==> src/hdl/tqm_pkg.sv <==
// Package for the ordered timer queue: opcodes, result kinds, controller states
// and the command and status words between the controller and the datapath.
// Depends on nothing; every other file imports it.
`timescale 1ns / 1ps

package tqm_pkg;

   localparam int SLOTS_DEFAULT     = 64;
   localparam int TIME_BITS_DEFAULT = 48;
   localparam int RESULT_CAP        = 64;
   localparam int TIME_FIELD_W      = 48;
   localparam int SLOT_FIELD_W      = 6;
   localparam int SEQ_W             = 32;
   localparam int KIND_W            = 3;

   typedef enum logic [1:0] {
      OP_ADD    = 2'd0,
      OP_CANCEL = 2'd1,
      OP_TICK   = 2'd2,
      OP_NONE   = 2'd3
   } opcode_type;

   localparam logic [KIND_W-1:0] KIND_ADDED     = 3'd0;
   localparam logic [KIND_W-1:0] KIND_FULL      = 3'd1;
   localparam logic [KIND_W-1:0] KIND_CANCELLED = 3'd2;
   localparam logic [KIND_W-1:0] KIND_NOT_FOUND = 3'd3;
   localparam logic [KIND_W-1:0] KIND_EXPIRED   = 3'd4;
   localparam logic [KIND_W-1:0] KIND_NOTHING   = 3'd5;

   typedef enum logic [1:0] {
      SCAN_EARLIEST,
      SCAN_DUE,
      SCAN_MARK
   } scan_mode_type;

   typedef enum logic [3:0] {
      ST_IDLE,
      ST_ADD_SCAN,
      ST_ADD_DO,
      ST_CAN_READ,
      ST_CAN_CHECK,
      ST_MARK_SCAN,
      ST_PICK_SCAN,
      ST_PICK_CHECK,
      ST_PICK_READ,
      ST_PICK_UPDATE,
      ST_FIN_SCAN,
      ST_FIN_LATCH,
      ST_OUT_ONE,
      ST_EMIT_A,
      ST_EMIT_B,
      ST_EMIT_C
   } state_type;

   typedef struct packed {
      logic          capture;
      logic          scan_start;
      scan_mode_type scan_mode;
      logic          add_commit;
      logic          cancel_commit;
      logic          pick_commit;
      logic          fin_latch;
      logic          emit_addr;
      logic          out_single;
      logic          out_emit;
   } cmd_type;

   typedef struct packed {
      logic scan_done;
      logic best_vld;
      logic cnt_zero;
      logic cnt_full;
      logic emit_last;
      logic op_tick;
   } status_type;

endpackage

==> src/hdl/tqm_ctrl.sv <==
// Controller of the timer queue: sequences scans, commits and result words.
// Depends on tqm_pkg; drives the datapath only through cmd_type and status_type.
`timescale 1ns / 1ps

module tqm_ctrl
   import tqm_pkg::*;
(
   input  logic       clock,
   input  logic       reset,
   input  logic       start,
   input  logic [1:0] req_opcode,
   input  status_type status,
   output cmd_type    cmd,
   output logic       busy
);

   state_type state_ff, state_in;

   always_ff @(posedge clock) begin
      if (reset) begin
         state_ff <= ST_IDLE;
      end else begin
         state_ff <= state_in;
      end
   end

   always_comb begin
      state_in = state_ff;
      cmd      = '0;
      cmd.scan_mode = SCAN_EARLIEST;
      unique case (state_ff)
         ST_IDLE: begin
            if (start) begin
               unique case (opcode_type'(req_opcode))
                  OP_ADD: begin
                     cmd.capture    = 1'b1;
                     cmd.scan_start = 1'b1;
                     state_in       = ST_ADD_SCAN;
                  end
                  OP_CANCEL: begin
                     cmd.capture = 1'b1;
                     state_in    = ST_CAN_READ;
                  end
                  OP_TICK: begin
                     cmd.capture    = 1'b1;
                     cmd.scan_start = 1'b1;
                     cmd.scan_mode  = SCAN_MARK;
                     state_in       = ST_MARK_SCAN;
                  end
                  default: state_in = ST_IDLE;
               endcase
            end
         end
         ST_ADD_SCAN: begin
            if (status.scan_done) state_in = ST_ADD_DO;
         end
         ST_ADD_DO: begin
            cmd.add_commit = 1'b1;
            state_in       = ST_OUT_ONE;
         end
         ST_CAN_READ: state_in = ST_CAN_CHECK;
         ST_CAN_CHECK: begin
            cmd.cancel_commit = 1'b1;
            cmd.scan_start    = 1'b1;
            state_in          = ST_FIN_SCAN;
         end
         ST_MARK_SCAN: begin
            if (status.scan_done) begin
               cmd.scan_start = 1'b1;
               cmd.scan_mode  = SCAN_DUE;
               state_in       = ST_PICK_SCAN;
            end
         end
         ST_PICK_SCAN: begin
            if (status.scan_done) state_in = ST_PICK_CHECK;
         end
         ST_PICK_CHECK: begin
            if (status.best_vld && !status.cnt_full) begin
               state_in = ST_PICK_READ;
            end else begin
               cmd.scan_start = 1'b1;
               state_in       = ST_FIN_SCAN;
            end
         end
         ST_PICK_READ: state_in = ST_PICK_UPDATE;
         ST_PICK_UPDATE: begin
            cmd.pick_commit = 1'b1;
            cmd.scan_start  = 1'b1;
            cmd.scan_mode   = SCAN_DUE;
            state_in        = ST_PICK_SCAN;
         end
         ST_FIN_SCAN: begin
            if (status.scan_done) state_in = ST_FIN_LATCH;
         end
         ST_FIN_LATCH: begin
            cmd.fin_latch = 1'b1;
            if (status.op_tick && !status.cnt_zero) state_in = ST_EMIT_A;
            else state_in = ST_OUT_ONE;
         end
         ST_OUT_ONE: begin
            cmd.out_single = 1'b1;
            state_in       = ST_IDLE;
         end
         ST_EMIT_A: state_in = ST_EMIT_B;
         ST_EMIT_B: begin
            cmd.emit_addr = 1'b1;
            state_in      = ST_EMIT_C;
         end
         ST_EMIT_C: begin
            cmd.out_emit = 1'b1;
            if (status.emit_last) state_in = ST_IDLE;
            else state_in = ST_EMIT_A;
         end
         default: state_in = ST_IDLE;
      endcase
   end

   assign busy = (state_ff != ST_IDLE);

endmodule

==> config.mk <==
export PLATFORM = sky130hd
export DESIGN_NAME = tqm_ctrl
export DESIGN_NICKNAME = d
export VERILOG_FILES = /design/src/hdl/tqm_pkg.sv /design/src/hdl/tqm_ctrl.sv
export SDC_FILE = /design/constraint.sdc
export NUM_CORES = 1
export LEC_CHECK = 0
export ABC_CLOCK_PERIOD_IN_PS = 5160
export BUFFER_PORTS_ARGS = -buffer_cell sky130_fd_sc_hd__buf_2
export CAP_MARGIN = 5
export CORE_AREA = 2 2 39 41
export CTS_CLUSTER_SIZE = 30
export DETAILED_ROUTE_END_ITERATION = 6
export DIE_AREA = 0 0 41 43
export PLACE_DENSITY = 0.71
export SLEW_MARGIN = 20
export SYNTH_ARGS = -nofsm -noshare
export SYNTH_HDL_FRONTEND = slang
export SYNTH_SLANG_ARGS = --single-unit
==> constraint.sdc <==
create_clock -name clock -period 5.16 [get_ports clock]
set_clock_uncertainty 0.2 [all_clocks]
set_input_delay 1.032 -clock clock [delete_from_list [all_inputs] [get_ports clock]]
set_output_delay 1.032 -clock clock [all_outputs]
set_load 0.01 [all_outputs]
Yosys cells after proc, flatten, opt, wreduce, memory -nomap -nowiden. Cells that the tools add are included. Widths: inputs -> output; s select.

Output and inout port bits: 12. Bits in latches: 0. Register bits after elaboration: 4. Memories: 0. Logic and storage cells: 60. Bits of input ports: 11. Bits in writable memories: 0. Memory bits (read-only): 0.

Equality and inequality tests: 22. Multiplexer cells: 26. $lt $le $gt $ge: 0. Div/mod/pow operators: 0. Add/subtract/negate cells: 0. Reduce and logical (&&, ||, !) cells: 11. $mul: 0. Shift-type cells: 0. Bitwise logic cells: 0.

Operator list (number): $pmux 4 s16 (1); $eq 4x4->1 const B (8); $mux 4 (7); $eq 4x3->1 const B (4); $mux 1 (12); $ne 2x2->1 const B (5); $pmux 3 s3 (1); $eq 4x2->1 const B (2); $pmux 2 s3 (1); $reduce_and 5->1 (1); $eq 4x1->1 const B (1); $logic_not 4->1 (1); $mux 2 (2); $pmux 1 s4 (1); $reduce_bool 4->1 (1); $reduce_or 2->1 (2); $mux 3 (1); $reduce_or 3->1 (1); $eq 2x1->1 const B (1); $eq 2x2->1 const B (1); $logic_and 1x1->1 (2); $logic_not 1->1 (2); $logic_not 2->1 (1).

Logic depth before layout (Yosys ltp).
Depth after elaboration: 5. Depth in mapped cells: 6. Depth with buffers taken out: 4.

Worst setup path before layout. No wires, ideal clock.

Kind: input to output. From: in status[5] in the netlist's numbering. To: out cmd[9] in the netlist's numbering. Data required time: 3.928 ns. Stages on the path: 4. Buffers on the path: 0. Data arrival time: 1.710 ns. Setup slack: 2.218 ns. Cells stage by stage: inv_1 or2_0 a21oi_1 or2_1.

RTL lines: start: declaration (line tqm_ctrl.sv:12) `input status_type status,`; end: declaration (line tqm_ctrl.sv:13) `output cmd_type cmd,`.

==> results.ini <==
[status]
status = completed

[cts]
cts.sinks = 4
cts_htree_levels = 1
cts_setup_buffers = 0
clockBufferDepth = 2
clock_latency_ns = 0.24
cts_tree = done
postCtsHoldBufs = 0
clk_pin_slew_ns = 0.04
cts_buffers = 3
clock-root-buffer = clkbuf_4
cts_resized = 0

[synthesis]
syn_nets = 91
yosys.area.top_type = dfxtp_1
synthArstFlopShare = 0
yosys_warnings = 0
postSynthAreaPerCell_um2 = 6.88
yosys-top-cells-area = dfxtp_1 15%, a21oi_1 10%, nand2b_1 5.7%, nor2_1 5.5%, buf_6 4.1%
yosysSeqAreaShare = 0.145
yosysTopAreaCellShare = 0.145
synth_edf_count = 0
syn_inst = 80
synth_flop_cell = dfxtp_1
syn_area_um2 = 551
synth_cell_types = 35
synth_seq_cells = 4

[power]
finalPower_mw = 0.369
peakVddDrop_uv = 240
leakagePower_nw = 0.274
power_density_nw_per_um2 = 563

[detailed_routing]
drcViolationCount = 0
via_per_inst = 5.60
num_vias = 633
drt_iter0_drc = 9
met2_length_um = 715
dr.pass1.iters = 4
wl_met1_um = 605
highest_layer = met3
routed_wl_um = 1380
antenna_left = 0
route.detailed.wl_per_inst_um = 12.2
wl_met3_um = 58

[timing]
fin_tns_setup_ns = 0
grt_setup_unrepaired = no
holdWs_ns = 0.540
relSlewSlack = 0.586
hold_viol = 0
tightestPinTransition_ns = 0.620
finalCritPeriodShare = 0.591
slew_violations = 0
setup_viol = 0
final.min_clock_period_ns = 3.05
fmax_mhz = 328

[floorplanning]
start_util = 0.398
die_w_um = 41
io_pins = 23
num_rows = 14
die_area_um2 = 1760
die_y_um = 43
core-area_um2 = 1380

[layout]
layout_commonest_cell = buf_2
drive_gt1_frac = 0.309
nNetsFinal = 110
fill_cells = 152
largest_reg_flops = 4
top_regs = state_ff x4
top_register = state_ff
syn_to_final_growth_pct = 19.1
final_cell_mix = 22 x buf_2, 11 x a21oi_1, 8 x nor2_1
n_antenna_cell = 0

[placement]
hpwl_um = 1010
routabilityCongestion = 0.752
io_buffers = 22

[worst_setup_path]
crit_family = simple AND/OR/NAND/NOR gates
worstSetupPathType = input pin to primary output
cp.depth = 6
r2r_cells = 4
r2r_end = state_ff[2]
crit_chain = buf_2, inv_1, or2_0, a21oi_1, or2_1, buf_2
reg2reg_from = state_ff[1]
crit_slowest_cell = or2_0
reg2reg_slack_ns = 3.12
crit_buf_inv = 3
worstPathMaxFanout = 4
startpoint_type = input pin
path_common_cell = buf_2
cp.arrival_ns = 1.82
end_kind = primary output
slowest_delay_ns = 0.22
worstPathRequired_ns = 3.93

[global_routing]
grt_overflow_total = 0
grt_pass1_vias = 534
track_usage = 0.178
antenna_found_initial = 0
grt_pass1_wl_um = 2220
grt_max_degree = 21

[worst_hold_path]
hold_end = state_ff[3]
hold_class = flip-flop to flip-flop
hp-start = state_ff[2]
min_path_cells = 1

[job]
drv_cap = 0

[cells in the mapped netlist, drive strengths merged, types with 3 or more instances]
| master | count |
|---|---|
| or2 | 3 |
| buf | 5 |
| nor2 | 8 |
| nand3 | 3 |
| nand2b | 5 |
| dfxtp | 4 |
| nor3 | 4 |
| clkbuf | 3 |
| a21oi | 11 |
| o22ai | 3 |
| nand2 | 5 |
| inv | 3 |
[how the worst max path moves through the flow]
stage | endpoint | startpoint
after floorplan | cmd[9] | status[5]
after global placement | cmd[9] | status[5]
after detailed placement | cmd[9] | status[5]
after CTS | cmd[9] | status[5]
after global routing | cmd[9] | state_ff[2]
final | cmd[9] | status[5]
[kinds of logic (layout without fill, tap and decap cells)]
kind of cell    after synthesis  after routing  share of synthesized area
compound gates               25             25                      0.316
xor+xnor                      2              2                     0.0318
buf+inv                      11             28                      0.107
flops                         4              4                      0.145
mux                           1              1                     0.0182
simple gates                 37             37                      0.382
[per-layer routing]
metal,vias to the layer above,track usage
met2,14,0.281
met5,-,0
met1,297,0.223
met4,0,0.0533
li1,322,-
met3,0,0.0524
[through the flow]
| step | instance area [µm²] | worst slack [ns] | utilization | std cells |
|---|---|---|---|---|
| finish | 656 | 2.11 | 0.474 | 113 |
| global route | 656 | 1.97 | 0.474 | 113 |
| CTS | 656 | 2.10 | 0.474 | 113 |
| detailed placement | 633 | 2.10 | 0.458 | 110 |
| global placement | 633 | 2.14 | 0.458 | 110 |
| floorplan | 551 | 2.22 | - | 80 |
[where the power goes]
group / internal, mW / leakage (nW) / switching (mW)
Sequential: 0.0442 / 0.0330 / 0.0620
Clock: 0.0261 / 0.0138 / 0.0136
Combinational: 0.121 / 0.227 / 0.103
Total: 0.191 / 0.274 / 0.178
[area by class of cell]
class	instances	area [µm²]	area share
multi-input cells	65	412	0.628
repair buffers	22	110	0.168
flip-flops and latches	4	80.1	0.122
clock buffers	3	22.5	0.0344
well taps	16	20.0	0.0305
inverters	3	11.3	0.0172
Power figures use the tool's default switching activity.
